<file path="src/hw/rtl/usbcr_pkg.sv">
// ----------------------------------------------------------------------------
// usbcr_pkg
// types, codes and constants of the usb control request responder
// ----------------------------------------------------------------------------
package usbcr_pkg;

    localparam int unsigned QueueDepth = 2;
    localparam int unsigned CfgIdxW    = 3;
    localparam int unsigned STdataW    = 64;
    localparam int unsigned MTdataW    = 72;

    // config register indexes
    localparam logic [CfgIdxW-1:0] CFG_DEVICE_DESC_LEN    = 3'd0;
    localparam logic [CfgIdxW-1:0] CFG_CONFIG_TOTAL_LEN   = 3'd1;
    localparam logic [CfgIdxW-1:0] CFG_QUALIFIER_DESC_LEN = 3'd2;
    localparam logic [CfgIdxW-1:0] CFG_HID_DESC_LEN       = 3'd3;
    localparam logic [CfgIdxW-1:0] CFG_REPORT_DESC_LEN    = 3'd4;
    localparam logic [CfgIdxW-1:0] CFG_MAKER_STRING_LEN   = 3'd5;
    localparam logic [CfgIdxW-1:0] CFG_PRODUCT_STRING_LEN = 3'd6;

    localparam logic [7:0] RST_DEVICE_DESC_LEN    = 8'd18;
    localparam logic [7:0] RST_CONFIG_TOTAL_LEN   = 8'd34;
    localparam logic [7:0] RST_QUALIFIER_DESC_LEN = 8'd10;
    localparam logic [7:0] RST_HID_DESC_LEN       = 8'd9;
    localparam logic [7:0] RST_REPORT_DESC_LEN    = 8'd22;
    localparam logic [7:0] RST_MAKER_STRING_LEN   = 8'd40;
    localparam logic [7:0] RST_PRODUCT_STRING_LEN = 8'd56;
    localparam logic [7:0] LANG_ID_LEN            = 8'd4;
    localparam logic [7:0] ZERO_WORD_LEN          = 8'd2;
    localparam logic [7:0] CONFIG_BYTE_LEN        = 8'd1;
    localparam logic [7:0] VENDOR_WORD_LEN        = 8'd4;
    localparam logic [7:0] VENDOR_BYTE_LEN        = 8'd1;

    // bmRequestType type bits and recipients
    localparam logic [1:0] RT_STANDARD = 2'd0;
    localparam logic [1:0] RT_CLASS    = 2'd1;
    localparam logic [1:0] RT_VENDOR   = 2'd2;
    localparam logic [4:0] RCP_DEVICE    = 5'd0;
    localparam logic [4:0] RCP_INTERFACE = 5'd1;
    localparam logic [4:0] RCP_ENDPOINT  = 5'd2;

    // standard and class request codes
    localparam logic [7:0] REQ_GET_STATUS     = 8'h00;
    localparam logic [7:0] REQ_CLEAR_FEATURE  = 8'h01;
    localparam logic [7:0] REQ_SET_FEATURE    = 8'h03;
    localparam logic [7:0] REQ_SET_ADDRESS    = 8'h05;
    localparam logic [7:0] REQ_GET_DESCRIPTOR = 8'h06;
    localparam logic [7:0] REQ_GET_CONFIG     = 8'h08;
    localparam logic [7:0] REQ_SET_CONFIG     = 8'h09;
    localparam logic [7:0] REQ_SET_IDLE       = 8'h0A;

    // vendor request codes
    localparam logic [7:0] VND_QUERY_A  = 8'h00;
    localparam logic [7:0] VND_QUERY_B  = 8'h01;
    localparam logic [7:0] VND_WRITE_A  = 8'h02;
    localparam logic [7:0] VND_NOTIFY   = 8'h03;
    localparam logic [7:0] VND_WRITE_B  = 8'h04;
    localparam logic [7:0] VND_READ_A   = 8'h05;
    localparam logic [7:0] VND_WRITE_C  = 8'h06;
    localparam logic [7:0] VND_READ_B   = 8'h07;

    // descriptor types and string indexes
    localparam logic [7:0] DESC_DEVICE    = 8'h01;
    localparam logic [7:0] DESC_CONFIG    = 8'h02;
    localparam logic [7:0] DESC_STRING    = 8'h03;
    localparam logic [7:0] DESC_QUALIFIER = 8'h06;
    localparam logic [7:0] DESC_HID       = 8'h21;
    localparam logic [7:0] DESC_REPORT    = 8'h22;
    localparam logic [7:0] STR_LANG_ID    = 8'h00;
    localparam logic [7:0] STR_MAKER      = 8'h01;
    localparam logic [7:0] STR_PRODUCT    = 8'h02;

    localparam logic [15:0] CONFIG_NONE = 16'd0;
    localparam logic [15:0] CONFIG_ONE  = 16'd1;

    typedef enum logic [1:0] {
        OP_SETUP     = 2'd0,
        OP_IN_DONE   = 2'd1,
        OP_BUS_RESET = 2'd2,
        OP_UNUSED    = 2'd3
    } op_t;

    typedef enum logic [1:0] {
        RESP_NONE   = 2'd0,
        RESP_STALL  = 2'd1,
        RESP_STATUS = 2'd2,
        RESP_DATA   = 2'd3
    } resp_kind_t;

    typedef enum logic [3:0] {
        SRC_NONE        = 4'd0,
        SRC_DEV         = 4'd1,
        SRC_CFG         = 4'd2,
        SRC_LANG        = 4'd3,
        SRC_MAKER       = 4'd4,
        SRC_PRODUCT     = 4'd5,
        SRC_QUAL        = 4'd6,
        SRC_HID         = 4'd7,
        SRC_REPORT      = 4'd8,
        SRC_ZERO_WORD   = 4'd9,
        SRC_CONFIG_BYTE = 4'd10,
        SRC_VENDOR      = 4'd11
    } data_src_t;

    typedef enum logic [2:0] {
        EP0_IDLE       = 3'd0,
        EP0_SETUP      = 3'd1,
        EP0_DATA_IN    = 3'd2,
        EP0_STATUS_OUT = 3'd3,
        EP0_STATUS_IN  = 3'd4
    } ep0_phase_t;

    typedef enum logic [1:0] {
        DEV_DEFAULT    = 2'd0,
        DEV_ADDRESSED  = 2'd1,
        DEV_CONFIGURED = 2'd2
    } dev_phase_t;

    typedef enum logic [3:0] {
        ACT_NOP         = 4'd0,
        ACT_RESPOND     = 4'd1,
        ACT_SET_ADDRESS = 4'd2,
        ACT_GET_CONFIG  = 4'd3,
        ACT_SET_CONFIG0 = 4'd4,
        ACT_SET_CONFIG1 = 4'd5,
        ACT_EP_FEATURE  = 4'd6,
        ACT_IN_DONE     = 4'd7,
        ACT_BUS_RESET   = 4'd8
    } act_t;

    // classified command between front and back
    typedef struct packed {
        act_t        act;
        resp_kind_t  kind;
        data_src_t   src;
        logic [7:0]  len;
        logic [6:0]  addr;
        logic [7:0]  vendor_code;
        logic [15:0] vendor_value;
        logic [15:0] vendor_index;
    } cmd_t;

    // result item body, last field in the lowest bits
    typedef struct packed {
        logic [15:0] vendor_index;
        logic [15:0] vendor_value;
        logic [7:0]  vendor_code;
        logic        open_interrupt_ep;
        logic        active_config;
        logic [6:0]  bus_address;
        dev_phase_t  device_phase;
        ep0_phase_t  control_phase;
        logic [7:0]  data_length;
        data_src_t   data_source;
    } result_t;

    localparam int unsigned ResultW = $bits(result_t);

endpackage

</file>
<file path="src/hw/rtl/usb_control_request_responder_core.sv">
// Control endpoint responder of a USB HID device. Each input item is a setup
// packet, an EP0 IN completion or a bus reset; each gives exactly one result
// item with the response (none, stall, zero-length status or data with source
// and length) and the control phase, device state, address and configuration
// after the event. One item is accepted per clock while s_tready is high: the
// front classifies the request against the descriptor length registers, a
// queue of QUEUE_DEPTH commands decouples it from the back, which updates the
// state and loads the result register. A result passes through a queue entry
// and then the result register before it is presented; while a result is held
// by m_tready the queue takes up to QUEUE_DEPTH more items before s_tready drops.
// The configuration port is always ready and takes every write.
// ----------------------------------------------------------------------------
// usb_control_request_responder_core
// top level: front classifier, command queue and state back end
// ----------------------------------------------------------------------------
module usb_control_request_responder_core #(
    parameter int unsigned QUEUE_DEPTH = usbcr_pkg::QueueDepth
) (
    input  logic                            aclk,
    input  logic                            aresetn,
    // request_type, request_code, request_value, request_index, request_length
    input  logic [usbcr_pkg::STdataW-1:0]   s_tdata,
    // operation
    input  logic [1:0]                      s_tuser,
    input  logic                            s_tvalid,
    output logic                            s_tready,
    // data_source, data_length, control_phase, device_phase, bus_address,
    // active_config, open_interrupt_ep, vendor_code, vendor_value, vendor_index
    output logic [usbcr_pkg::MTdataW-1:0]   m_tdata,
    // response_kind
    output logic [1:0]                      m_tuser,
    output logic                            m_tvalid,
    input  logic                            m_tready,
    input  logic                            cfg_valid,
    output logic                            cfg_ready,
    input  logic [usbcr_pkg::CfgIdxW-1:0]   cfg_index,
    input  logic [7:0]                      cfg_data
);

    usbcr_pkg::cmd_t front_cmd, back_cmd;
    logic            front_valid, front_ready;
    logic            back_valid, back_ready;

    usbcr_front u_front (
        .aclk      (aclk),
        .aresetn   (aresetn),
        .s_tvalid  (s_tvalid),
        .s_tready  (s_tready),
        .s_tdata   (s_tdata),
        .s_tuser   (s_tuser),
        .cfg_valid (cfg_valid),
        .cfg_ready (cfg_ready),
        .cfg_index (cfg_index),
        .cfg_data  (cfg_data),
        .cmd_valid (front_valid),
        .cmd_ready (front_ready),
        .cmd       (front_cmd)
    );

    usbcr_queue #(
        .DEPTH (QUEUE_DEPTH)
    ) u_queue (
        .aclk      (aclk),
        .aresetn   (aresetn),
        .in_valid  (front_valid),
        .in_ready  (front_ready),
        .in_cmd    (front_cmd),
        .out_valid (back_valid),
        .out_ready (back_ready),
        .out_cmd   (back_cmd)
    );

    usbcr_back u_back (
        .aclk      (aclk),
        .aresetn   (aresetn),
        .cmd_valid (back_valid),
        .cmd_ready (back_ready),
        .cmd       (back_cmd),
        .m_tvalid  (m_tvalid),
        .m_tready  (m_tready),
        .m_tdata   (m_tdata),
        .m_tuser   (m_tuser)
    );

endmodule

</file>
<file path="src/hw/rtl/usbcr_front.sv">
// ----------------------------------------------------------------------------
// usbcr_front
// accepts events, holds descriptor lengths and classifies setup requests
// ----------------------------------------------------------------------------
module usbcr_front (
    input  logic                             aclk,
    input  logic                             aresetn,
    input  logic                             s_tvalid,
    output logic                             s_tready,
    input  logic [usbcr_pkg::STdataW-1:0]    s_tdata,
    input  logic [1:0]                       s_tuser,
    input  logic                             cfg_valid,
    output logic                             cfg_ready,
    input  logic [usbcr_pkg::CfgIdxW-1:0]    cfg_index,
    input  logic [7:0]                       cfg_data,
    output logic                             cmd_valid,
    input  logic                             cmd_ready,
    output usbcr_pkg::cmd_t                  cmd
);

    logic [7:0] dev_len_reg, cfg_len_reg, qual_len_reg, hid_len_reg;
    logic [7:0] report_len_reg, maker_len_reg, product_len_reg;

    usbcr_pkg::op_t op;
    logic [1:0]     rt_kind;
    logic [4:0]     rt_recip;
    logic [7:0]     code;
    logic [15:0]    value;
    logic [15:0]    windex;
    logic [15:0]    wlength;
    logic [7:0]     dtype;
    logic [7:0]     didx;

    logic                 desc_hit;
    usbcr_pkg::data_src_t desc_src;
    logic [7:0]           desc_len;
    logic [7:0]           clip_len;

    assign op       = usbcr_pkg::op_t'(s_tuser);
    assign rt_kind  = s_tdata[6:5];
    assign rt_recip = s_tdata[4:0];
    assign code     = s_tdata[15:8];
    assign value    = s_tdata[31:16];
    assign windex   = s_tdata[47:32];
    assign wlength  = s_tdata[63:48];
    assign dtype    = value[15:8];
    assign didx     = value[7:0];

    assign s_tready  = cmd_ready;
    assign cmd_valid = s_tvalid;
    assign cfg_ready = 1'b1;

    always_ff @(posedge aclk) begin
        if (!aresetn) begin
            dev_len_reg     <= usbcr_pkg::RST_DEVICE_DESC_LEN;
            cfg_len_reg     <= usbcr_pkg::RST_CONFIG_TOTAL_LEN;
            qual_len_reg    <= usbcr_pkg::RST_QUALIFIER_DESC_LEN;
            hid_len_reg     <= usbcr_pkg::RST_HID_DESC_LEN;
            report_len_reg  <= usbcr_pkg::RST_REPORT_DESC_LEN;
            maker_len_reg   <= usbcr_pkg::RST_MAKER_STRING_LEN;
            product_len_reg <= usbcr_pkg::RST_PRODUCT_STRING_LEN;
        end else if (cfg_valid) begin
            case (cfg_index)
                usbcr_pkg::CFG_DEVICE_DESC_LEN:    dev_len_reg     <= cfg_data;
                usbcr_pkg::CFG_CONFIG_TOTAL_LEN:   cfg_len_reg     <= cfg_data;
                usbcr_pkg::CFG_QUALIFIER_DESC_LEN: qual_len_reg    <= cfg_data;
                usbcr_pkg::CFG_HID_DESC_LEN:       hid_len_reg     <= cfg_data;
                usbcr_pkg::CFG_REPORT_DESC_LEN:    report_len_reg  <= cfg_data;
                usbcr_pkg::CFG_MAKER_STRING_LEN:   maker_len_reg   <= cfg_data;
                usbcr_pkg::CFG_PRODUCT_STRING_LEN: product_len_reg <= cfg_data;
                default: ;
            endcase
        end
    end

    // descriptor lookup
    always_comb begin
        desc_hit = 1'b0;
        desc_src = usbcr_pkg::SRC_NONE;
        desc_len = '0;
        if (code == usbcr_pkg::REQ_GET_DESCRIPTOR && rt_kind == usbcr_pkg::RT_STANDARD) begin
            if (rt_recip == usbcr_pkg::RCP_DEVICE) begin
                if (dtype == usbcr_pkg::DESC_DEVICE) begin
                    desc_hit = 1'b1;
                    desc_src = usbcr_pkg::SRC_DEV;
                    desc_len = dev_len_reg;
                end else if (dtype == usbcr_pkg::DESC_CONFIG) begin
                    desc_hit = 1'b1;
                    desc_src = usbcr_pkg::SRC_CFG;
                    desc_len = cfg_len_reg;
                end else if (dtype == usbcr_pkg::DESC_QUALIFIER) begin
                    desc_hit = 1'b1;
                    desc_src = usbcr_pkg::SRC_QUAL;
                    desc_len = qual_len_reg;
                end else if (dtype == usbcr_pkg::DESC_STRING) begin
                    case (didx)
                        usbcr_pkg::STR_LANG_ID: begin
                            desc_hit = 1'b1;
                            desc_src = usbcr_pkg::SRC_LANG;
                            desc_len = usbcr_pkg::LANG_ID_LEN;
                        end
                        usbcr_pkg::STR_MAKER: begin
                            desc_hit = 1'b1;
                            desc_src = usbcr_pkg::SRC_MAKER;
                            desc_len = maker_len_reg;
                        end
                        usbcr_pkg::STR_PRODUCT: begin
                            desc_hit = 1'b1;
                            desc_src = usbcr_pkg::SRC_PRODUCT;
                            desc_len = product_len_reg;
                        end
                        default: ;
                    endcase
                end
            end else if (rt_recip == usbcr_pkg::RCP_INTERFACE) begin
                if (dtype == usbcr_pkg::DESC_REPORT) begin
                    desc_hit = 1'b1;
                    desc_src = usbcr_pkg::SRC_REPORT;
                    desc_len = report_len_reg;
                end else if (dtype == usbcr_pkg::DESC_HID) begin
                    desc_hit = 1'b1;
                    desc_src = usbcr_pkg::SRC_HID;
                    desc_len = hid_len_reg;
                end
            end
        end
    end

    // clip to wLength
    assign clip_len = (wlength < {8'd0, desc_len}) ? wlength[7:0] : desc_len;

    always_comb begin
        cmd      = '0;
        cmd.act  = usbcr_pkg::ACT_NOP;
        cmd.kind = usbcr_pkg::RESP_NONE;
        cmd.src  = usbcr_pkg::SRC_NONE;
        case (op)
            usbcr_pkg::OP_SETUP: begin
                cmd.act  = usbcr_pkg::ACT_RESPOND;
                cmd.kind = usbcr_pkg::RESP_STALL;
                if (desc_hit) begin
                    if (clip_len == 8'd0) begin
                        cmd.kind = usbcr_pkg::RESP_STATUS;
                    end else begin
                        cmd.kind = usbcr_pkg::RESP_DATA;
                        cmd.src  = desc_src;
                        cmd.len  = clip_len;
                    end
                end else if (rt_kind == usbcr_pkg::RT_STANDARD
                             && rt_recip == usbcr_pkg::RCP_DEVICE) begin
                    case (code)
                        usbcr_pkg::REQ_GET_STATUS: begin
                            cmd.kind = usbcr_pkg::RESP_DATA;
                            cmd.src  = usbcr_pkg::SRC_ZERO_WORD;
                            cmd.len  = usbcr_pkg::ZERO_WORD_LEN;
                        end
                        usbcr_pkg::REQ_SET_ADDRESS: begin
                            cmd.act  = usbcr_pkg::ACT_SET_ADDRESS;
                            cmd.addr = value[6:0];
                        end
                        usbcr_pkg::REQ_GET_CONFIG: cmd.act = usbcr_pkg::ACT_GET_CONFIG;
                        usbcr_pkg::REQ_SET_CONFIG: begin
                            if (value == usbcr_pkg::CONFIG_NONE) begin
                                cmd.act = usbcr_pkg::ACT_SET_CONFIG0;
                            end else if (value == usbcr_pkg::CONFIG_ONE) begin
                                cmd.act = usbcr_pkg::ACT_SET_CONFIG1;
                            end
                        end
                        default: ;
                    endcase
                end else if (rt_kind == usbcr_pkg::RT_STANDARD
                             && rt_recip == usbcr_pkg::RCP_ENDPOINT) begin
                    case (code)
                        usbcr_pkg::REQ_GET_STATUS: begin
                            cmd.kind = usbcr_pkg::RESP_DATA;
                            cmd.src  = usbcr_pkg::SRC_ZERO_WORD;
                            cmd.len  = usbcr_pkg::ZERO_WORD_LEN;
                        end
                        usbcr_pkg::REQ_CLEAR_FEATURE: cmd.act = usbcr_pkg::ACT_EP_FEATURE;
                        usbcr_pkg::REQ_SET_FEATURE:   cmd.kind = usbcr_pkg::RESP_STATUS;
                        default: ;
                    endcase
                end else if (rt_kind == usbcr_pkg::RT_CLASS
                             && rt_recip == usbcr_pkg::RCP_INTERFACE) begin
                    if (code == usbcr_pkg::REQ_SET_IDLE) begin
                        cmd.kind = usbcr_pkg::RESP_STATUS;
                    end
                end else if (rt_kind == usbcr_pkg::RT_VENDOR
                             && rt_recip == usbcr_pkg::RCP_DEVICE) begin
                    cmd.vendor_code  = code;
                    cmd.vendor_value = value;
                    cmd.vendor_index = windex;
                    case (code) inside
                        usbcr_pkg::VND_QUERY_A, usbcr_pkg::VND_QUERY_B: begin
                            cmd.kind = usbcr_pkg::RESP_DATA;
                            cmd.src  = usbcr_pkg::SRC_VENDOR;
                            cmd.len  = usbcr_pkg::VENDOR_WORD_LEN;
                        end
                        usbcr_pkg::VND_WRITE_A, usbcr_pkg::VND_WRITE_B,
                        usbcr_pkg::VND_WRITE_C: begin
                            cmd.kind = usbcr_pkg::RESP_STATUS;
                        end
                        usbcr_pkg::VND_NOTIFY: cmd.kind = usbcr_pkg::RESP_NONE;
                        usbcr_pkg::VND_READ_A, usbcr_pkg::VND_READ_B: begin
                            cmd.kind = usbcr_pkg::RESP_DATA;
                            cmd.src  = usbcr_pkg::SRC_VENDOR;
                            cmd.len  = usbcr_pkg::VENDOR_BYTE_LEN;
                        end
                        default: ;
                    endcase
                end
            end
            usbcr_pkg::OP_IN_DONE:   cmd.act = usbcr_pkg::ACT_IN_DONE;
            usbcr_pkg::OP_BUS_RESET: cmd.act = usbcr_pkg::ACT_BUS_RESET;
            default: ;
        endcase
    end

endmodule

</file>
<file path="src/hw/rtl/usbcr_queue.sv">
// ----------------------------------------------------------------------------
// usbcr_queue
// short command queue between the front and the back
// ----------------------------------------------------------------------------
module usbcr_queue #(
    parameter int unsigned DEPTH = usbcr_pkg::QueueDepth
) (
    input  logic            aclk,
    input  logic            aresetn,
    input  logic            in_valid,
    output logic            in_ready,
    input  usbcr_pkg::cmd_t in_cmd,
    output logic            out_valid,
    input  logic            out_ready,
    output usbcr_pkg::cmd_t out_cmd
);

    localparam int unsigned PtrW = (DEPTH > 1) ? $clog2(DEPTH) : 1;
    localparam int unsigned CntW = $clog2(DEPTH + 1);
    localparam logic [PtrW-1:0] LastPtr = PtrW'(DEPTH - 1);
    localparam logic [CntW-1:0] FullCnt = CntW'(DEPTH);

    usbcr_pkg::cmd_t entry_reg [DEPTH];
    logic [PtrW-1:0] wr_ptr_reg, wr_ptr_next;
    logic [PtrW-1:0] rd_ptr_reg, rd_ptr_next;
    logic [CntW-1:0] count_reg, count_next;
    logic            push, pop;

    assign in_ready  = (count_reg != FullCnt);
    assign out_valid = (count_reg != '0);
    assign out_cmd   = entry_reg[rd_ptr_reg];
    assign push      = in_valid && in_ready;
    assign pop       = out_valid && out_ready;

    always_comb begin
        wr_ptr_next = wr_ptr_reg;
        rd_ptr_next = rd_ptr_reg;
        count_next  = count_reg;
        if (push) begin
            wr_ptr_next = (wr_ptr_reg == LastPtr) ? '0 : wr_ptr_reg + 1'b1;
        end
        if (pop) begin
            rd_ptr_next = (rd_ptr_reg == LastPtr) ? '0 : rd_ptr_reg + 1'b1;
        end
        if (push && !pop) begin
            count_next = count_reg + 1'b1;
        end else if (pop && !push) begin
            count_next = count_reg - 1'b1;
        end
    end

    always_ff @(posedge aclk) begin
        if (!aresetn) begin
            wr_ptr_reg <= '0;
            rd_ptr_reg <= '0;
            count_reg  <= '0;
        end else begin
            wr_ptr_reg <= wr_ptr_next;
            rd_ptr_reg <= rd_ptr_next;
            count_reg  <= count_next;
        end
    end

    always_ff @(posedge aclk) begin
        if (push) begin
            entry_reg[wr_ptr_reg] <= in_cmd;
        end
    end

endmodule

</file>
<file path="src/hw/rtl/usbcr_back.sv">
// ----------------------------------------------------------------------------
// usbcr_back
// applies commands to the ep0 and device state and registers each result
// ----------------------------------------------------------------------------
module usbcr_back (
    input  logic                           aclk,
    input  logic                           aresetn,
    input  logic                           cmd_valid,
    output logic                           cmd_ready,
    input  usbcr_pkg::cmd_t                cmd,
    output logic                           m_tvalid,
    input  logic                           m_tready,
    output logic [usbcr_pkg::MTdataW-1:0]  m_tdata,
    output logic [1:0]                     m_tuser
);

    usbcr_pkg::ep0_phase_t ep0_reg, ep0_next;
    usbcr_pkg::dev_phase_t dev_reg, dev_next;
    logic [6:0]            live_addr_reg, live_addr_next;
    logic [6:0]            pend_addr_reg, pend_addr_next;
    logic                  cfg_val_reg, cfg_val_next;
    logic                  out_valid_reg, out_valid_next;
    usbcr_pkg::result_t    res_reg, res_next;
    usbcr_pkg::resp_kind_t kind_reg, kind_next;

    usbcr_pkg::resp_kind_t rk;
    usbcr_pkg::data_src_t  rsrc;
    logic [7:0]            rlen;
    logic                  ropen;
    logic                  take;

    assign cmd_ready = !out_valid_reg || m_tready;
    assign take      = cmd_valid && cmd_ready;
    assign m_tvalid  = out_valid_reg;
    assign m_tuser   = kind_reg;
    assign m_tdata   = {{(usbcr_pkg::MTdataW - usbcr_pkg::ResultW){1'b0}}, res_reg};

    always_comb begin
        ep0_next       = ep0_reg;
        dev_next       = dev_reg;
        live_addr_next = live_addr_reg;
        pend_addr_next = pend_addr_reg;
        cfg_val_next   = cfg_val_reg;
        out_valid_next = out_valid_reg && !m_tready;
        res_next       = res_reg;
        kind_next      = kind_reg;
        rk             = usbcr_pkg::RESP_STALL;
        rsrc           = usbcr_pkg::SRC_NONE;
        rlen           = '0;
        ropen          = 1'b0;
        if (take) begin
            out_valid_next = 1'b1;
            ep0_next       = usbcr_pkg::EP0_SETUP;
            case (cmd.act)
                usbcr_pkg::ACT_RESPOND: begin
                    rk   = cmd.kind;
                    rsrc = cmd.src;
                    rlen = cmd.len;
                    case (cmd.kind)
                        usbcr_pkg::RESP_DATA:   ep0_next = usbcr_pkg::EP0_DATA_IN;
                        usbcr_pkg::RESP_STATUS: ep0_next = usbcr_pkg::EP0_STATUS_IN;
                        default:                ep0_next = usbcr_pkg::EP0_SETUP;
                    endcase
                end
                usbcr_pkg::ACT_SET_ADDRESS: begin
                    if (dev_reg != usbcr_pkg::DEV_CONFIGURED) begin
                        if (cmd.addr == '0) begin
                            live_addr_next = '0;
                            pend_addr_next = '0;
                            dev_next       = usbcr_pkg::DEV_DEFAULT;
                        end else begin
                            pend_addr_next = cmd.addr;
                            dev_next       = usbcr_pkg::DEV_ADDRESSED;
                        end
                        rk       = usbcr_pkg::RESP_STATUS;
                        ep0_next = usbcr_pkg::EP0_STATUS_IN;
                    end
                end
                usbcr_pkg::ACT_GET_CONFIG: begin
                    if (dev_reg != usbcr_pkg::DEV_DEFAULT) begin
                        if (dev_reg == usbcr_pkg::DEV_ADDRESSED) begin
                            cfg_val_next = 1'b0;
                        end
                        rk       = usbcr_pkg::RESP_DATA;
                        rsrc     = usbcr_pkg::SRC_CONFIG_BYTE;
                        rlen     = usbcr_pkg::CONFIG_BYTE_LEN;
                        ep0_next = usbcr_pkg::EP0_DATA_IN;
                    end
                end
                usbcr_pkg::ACT_SET_CONFIG0: begin
                    cfg_val_next = 1'b0;
                    dev_next     = usbcr_pkg::DEV_ADDRESSED;
                    rk           = usbcr_pkg::RESP_STATUS;
                    ep0_next     = usbcr_pkg::EP0_STATUS_IN;
                end
                usbcr_pkg::ACT_SET_CONFIG1: begin
                    cfg_val_next = 1'b1;
                    ropen        = 1'b1;
                    dev_next     = usbcr_pkg::DEV_CONFIGURED;
                    rk           = usbcr_pkg::RESP_STATUS;
                    ep0_next     = usbcr_pkg::EP0_STATUS_IN;
                end
                usbcr_pkg::ACT_EP_FEATURE: begin
                    if (dev_reg == usbcr_pkg::DEV_CONFIGURED) begin
                        rk       = usbcr_pkg::RESP_STATUS;
                        ep0_next = usbcr_pkg::EP0_STATUS_IN;
                    end
                end
                usbcr_pkg::ACT_IN_DONE: begin
                    rk       = usbcr_pkg::RESP_NONE;
                    ep0_next = (ep0_reg == usbcr_pkg::EP0_DATA_IN)
                             ? usbcr_pkg::EP0_STATUS_OUT : usbcr_pkg::EP0_IDLE;
                    if (pend_addr_reg != '0) begin
                        live_addr_next = pend_addr_reg;
                        pend_addr_next = '0;
                    end
                end
                usbcr_pkg::ACT_BUS_RESET: begin
                    rk             = usbcr_pkg::RESP_NONE;
                    ep0_next       = usbcr_pkg::EP0_IDLE;
                    dev_next       = usbcr_pkg::DEV_DEFAULT;
                    live_addr_next = '0;
                    pend_addr_next = '0;
                    cfg_val_next   = 1'b0;
                end
                default: begin
                    // unused operation leaves the state alone
                    rk       = usbcr_pkg::RESP_NONE;
                    ep0_next = ep0_reg;
                end
            endcase
            kind_next                  = rk;
            res_next.data_source       = rsrc;
            res_next.data_length       = rlen;
            res_next.control_phase     = ep0_next;
            res_next.device_phase      = dev_next;
            res_next.bus_address       = live_addr_next;
            res_next.active_config     = cfg_val_next;
            res_next.open_interrupt_ep = ropen;
            res_next.vendor_code       = cmd.vendor_code;
            res_next.vendor_value      = cmd.vendor_value;
            res_next.vendor_index      = cmd.vendor_index;
        end
    end

    always_ff @(posedge aclk) begin
        if (!aresetn) begin
            ep0_reg       <= usbcr_pkg::EP0_IDLE;
            dev_reg       <= usbcr_pkg::DEV_DEFAULT;
            live_addr_reg <= '0;
            pend_addr_reg <= '0;
            cfg_val_reg   <= 1'b0;
            out_valid_reg <= 1'b0;
        end else begin
            ep0_reg       <= ep0_next;
            dev_reg       <= dev_next;
            live_addr_reg <= live_addr_next;
            pend_addr_reg <= pend_addr_next;
            cfg_val_reg   <= cfg_val_next;
            out_valid_reg <= out_valid_next;
        end
    end

    always_ff @(posedge aclk) begin
        res_reg  <= res_next;
        kind_reg <= kind_next;
    end

endmodule

</file>
<file path="config.mk">
export PLATFORM = sky130hd
export DESIGN_NAME = usb_control_request_responder_core
export DESIGN_NICKNAME = d
export VERILOG_FILES = /design/src/hw/rtl/usbcr_pkg.sv /design/src/hw/rtl/usb_control_request_responder_core.sv /design/src/hw/rtl/usbcr_front.sv /design/src/hw/rtl/usbcr_queue.sv /design/src/hw/rtl/usbcr_back.sv
export SDC_FILE = /design/constraint.sdc
export NUM_CORES = 1
export LEC_CHECK = 0
export BUFFER_PORTS_ARGS = -buffer_cell sky130_fd_sc_hd__clkbuf_2
export CORE_ASPECT_RATIO = 0.8
export CORE_MARGIN = 10
export CORE_UTILIZATION = 25
export DETAILED_ROUTE_END_ITERATION = 8
export SYNTH_ARGS = -nofsm -noshare
export SYNTH_HDL_FRONTEND = slang
export SYNTH_SLANG_ARGS = --single-unit
</file>
<file path="constraint.sdc">
create_clock -name aclk -period 9.8 [get_ports aclk]
set_input_delay 1.96 -clock aclk [delete_from_list [all_inputs] [get_ports aclk]]
set_output_delay 1.96 -clock aclk [all_outputs]
set_load 0.02 [all_outputs]
</file>
==> results_dict.tcl <==
set metrics [dict create \
    status "completed" \
    cts-resized-gates 0 \
    ctsHoldBuffers 0 \
    drt-wirelength-per-cell_um 18.0 \
    ios 159 \
    core_area_um2 48600 \
    netlist_area_um2 12300 \
    initial_utilization_pct 25.4 \
    cts_sinks 280 \
    clock_latency_ns 0.57 \
    finalMaxSlewViolations 0 \
    r2r-start "u_front.product_len_reg[7]" \
    peakVddDrop_mv 0.104 \
    cap_violations 0 \
    regToRegSetupSlack_ns 5.51 \
    final_common_cell "edfxtp_1" \
    synth_cell_type_count 72 \
    final.period_utilization_pct 62.2 \
    ys_seq_elements 280 \
    grt_max_degree 83 \
    postPlaceCellArea_um2 13700 \
    grt_antenna_before_repair 9 \
    numCtsBuffers 31 \
    max_slew_margin_pct 16.4 \
    track_usage_pct 10.9 \
    ys_async_sr_fraction_pct 0 \
    critPathKind "primary input to flop" \
    drtAntennaViolNets 0 \
    hp-class "flop to flop" \
    layout.nets 1271 \
    synth_ff_type "edfxtp_1" \
    rows 72 \
    first_iter_violations 826 \
    leakagePower_nw 5.09 \
    port_buffers 150 \
    layout-drive-gt1-share_pct 21.6 \
    synth_edf_count 198 \
    cp.arrival_ns 6.40 \
    power_density_nw_per_um2 244 \
    clk_pin_slew_ns 0.06 \
    vias 8669 \
    hold_path_depth 2 \
    cp-start-kind "primary input" \
    fmax_ghz 0.164 \
    worst_pin_slew_ns 1.24 \
    die_area_um2 58600 \
    fin_skew_ns 0.0203 \
    globalplace.congestion 0.835 \
    globalRouteOverflowTotal 0 \
    die_x_um 268 \
    grt_pass1_wl_um 50100 \
    rsz0062_at_grt "no" \
    ctsHtreeMaxLevel 1 \
    setup_viol 0 \
    final_cell_mix "edfxtp_1, nand2_1, clkbuf_2, dfxtp_1, and2_1" \
    dr.pass1.iters 5 \
    largest_reg_flops 130 \
    worstPathMaxFanout 17 \
    clockRootBuffer "clkbuf_16" \
    yosys_warnings 0 \
    r2r-end "u_queue.entry_reg[0][56]" \
    worstRegToRegCells 14 \
    place_hpwl_um 23600 \
    avgViaCountPerCell 4.72 \
    setup-tns-final_ns 0 \
    cp.required_ns 10.10 \
    ctsLongestPathBuffers 3 \
    nFillCells 4959 \
    post-cts-setup-buffer-count 0 \
    post-route-cell-area_um2 14600 \
    die_h_um 218 \
    endpoint_kind "flop" \
    hold_viol_final 0 \
    hp-start "u_front.qual_len_reg[7]" \
    drc 0 \
    syn_inst 1040 \
    syn_to_final_growth_pct 18.9 \
    min_to "u_front.qual_len_reg[7]" \
    cts_tree "built" \
    syn_avg_cell_area_um2 11.8 \
    grt_pass1_vias 8668 \
    totalWireLength_um 33000 \
    fin_crit_ns 6.10 \
    synth-seq-area-share_pct 61.6 \
]
## power by group
group	total (W)	switching, W	internal (W)
Clock	0.00108	0.000468	0.000613
Combinational	0.000853	0.000585	0.000268
Sequential	0.00164	0.0000804	0.00156
## synth_stat cells (all sizes together), types with 5 or more instances
| library cell | n | area [µm²] |
|---|---|---|
| o21ai | 17 | 96.4 |
| and2 | 59 | 369 |
| a211oi | 5 | 37.5 |
| inv | 14 | 52.6 |
| nand2 | 166 | 623 |
| a22oi | 11 | 82.6 |
| dfxtp | 82 | 1640 |
| or4 | 5 | 41.3 |
| nor4 | 17 | 134 |
| o2bb2ai | 5 | 43.8 |
| nand2b | 12 | 75.1 |
| xnor2 | 5 | 43.8 |
| edfxtp | 198 | 5950 |
| nor2 | 56 | 210 |
| o22ai | 8 | 50.1 |
| clkbuf | 35 | 131 |
| a21boi | 55 | 413 |
| nor3 | 14 | 75.1 |
| nand4 | 7 | 43.8 |
| a22o | 14 | 123 |
| nand3 | 29 | 145 |
| mux2i | 34 | 340 |
| o32ai | 8 | 70.1 |
| nor2b | 19 | 119 |
| mux2 | 46 | 518 |
| ha | 8 | 100 |
| a21oi | 26 | 130 |
| buf | 18 | 110 |
## area by class of cell
type | count | area, µm² | area share, %
inverter | 14 | 53.8 | 0.367
timing repair buffer | 156 | 796 | 5.44
tap | 629 | 787 | 5.38
clock buffer | 37 | 808 | 5.52
sequential | 280 | 7590 | 51.9
antenna | 3 | 7.51 | 0.0513
multi-input combinational | 698 | 4460 | 30.5
clock inverter | 21 | 136 | 0.932
## per-stage QoR
stage / hold WS, ns / utilization (%) / cells / power [W] / setup WS [ns]
2_1_floorplan: 0.438 / - / 1045 / 0.00223 / 4.30
3_3_place_gp: 0.451 / 28.2 / 1777 / 0.00253 / 3.22
3_5_place_dp: 0.456 / 28.2 / 1777 / 0.00255 / 3.15
4_1_cts: 0.466 / 30.1 / 1835 / 0.00364 / 3.75
5_1_grt: 0.488 / 30.1 / 1835 / 0.00376 / 3.35
6_report: 0.463 / 30.2 / 1838 / 0.00358 / 3.70
## cell families after synthesis
family,share of synthesized area (%)
flops,61.6
buf+inv,2.39
fa+ha+maj,0.813
simple gates,16.6
compound gates,11.1
mux,6.97
xor+xnor,0.427
other cells,0.0610
## worst max path at each step
stage,startpoint,to,depth (start not counted)
floorplan,s_tdata[29],u_queue.entry_reg[0][50],15
global placement,s_tdata[19],u_queue.entry_reg[0][57],15
detailed placement,s_tdata[19],u_queue.entry_reg[1][57],15
CTS,s_tdata[19],u_queue.entry_reg[1][57],15
global route,s_tdata[19],u_queue.entry_reg[0][57],15
finish,s_tdata[29],u_queue.entry_reg[0][56],15
## critical path, cell delays in order
cell,delay (ns)
clkbuf_2,0.10
or4_1,0.72
nor4_4,0.67
a22oi_1,0.23
o32ai_1,0.41
inv_1,0.12
ha_1,0.30
a21o_1,0.16
a21o_1,0.18
a221oi_1,0.41
nand2_1,0.15
o21ai_4,0.41
a211oi_1,0.13
o21ai_0,0.30
a21boi_1,0.13
## layer usage
layer	part of all wire, %	vias to the layer above	global-route usage (%)
met3	8.0	54	3.12
met1	45	4206	14.4
met2	45	284	17.5
met5	0.33	-	0
met4	1.5	16	2.09
li1	-	4109	-
No activity file was read; power rests on OpenSTA's default activity.
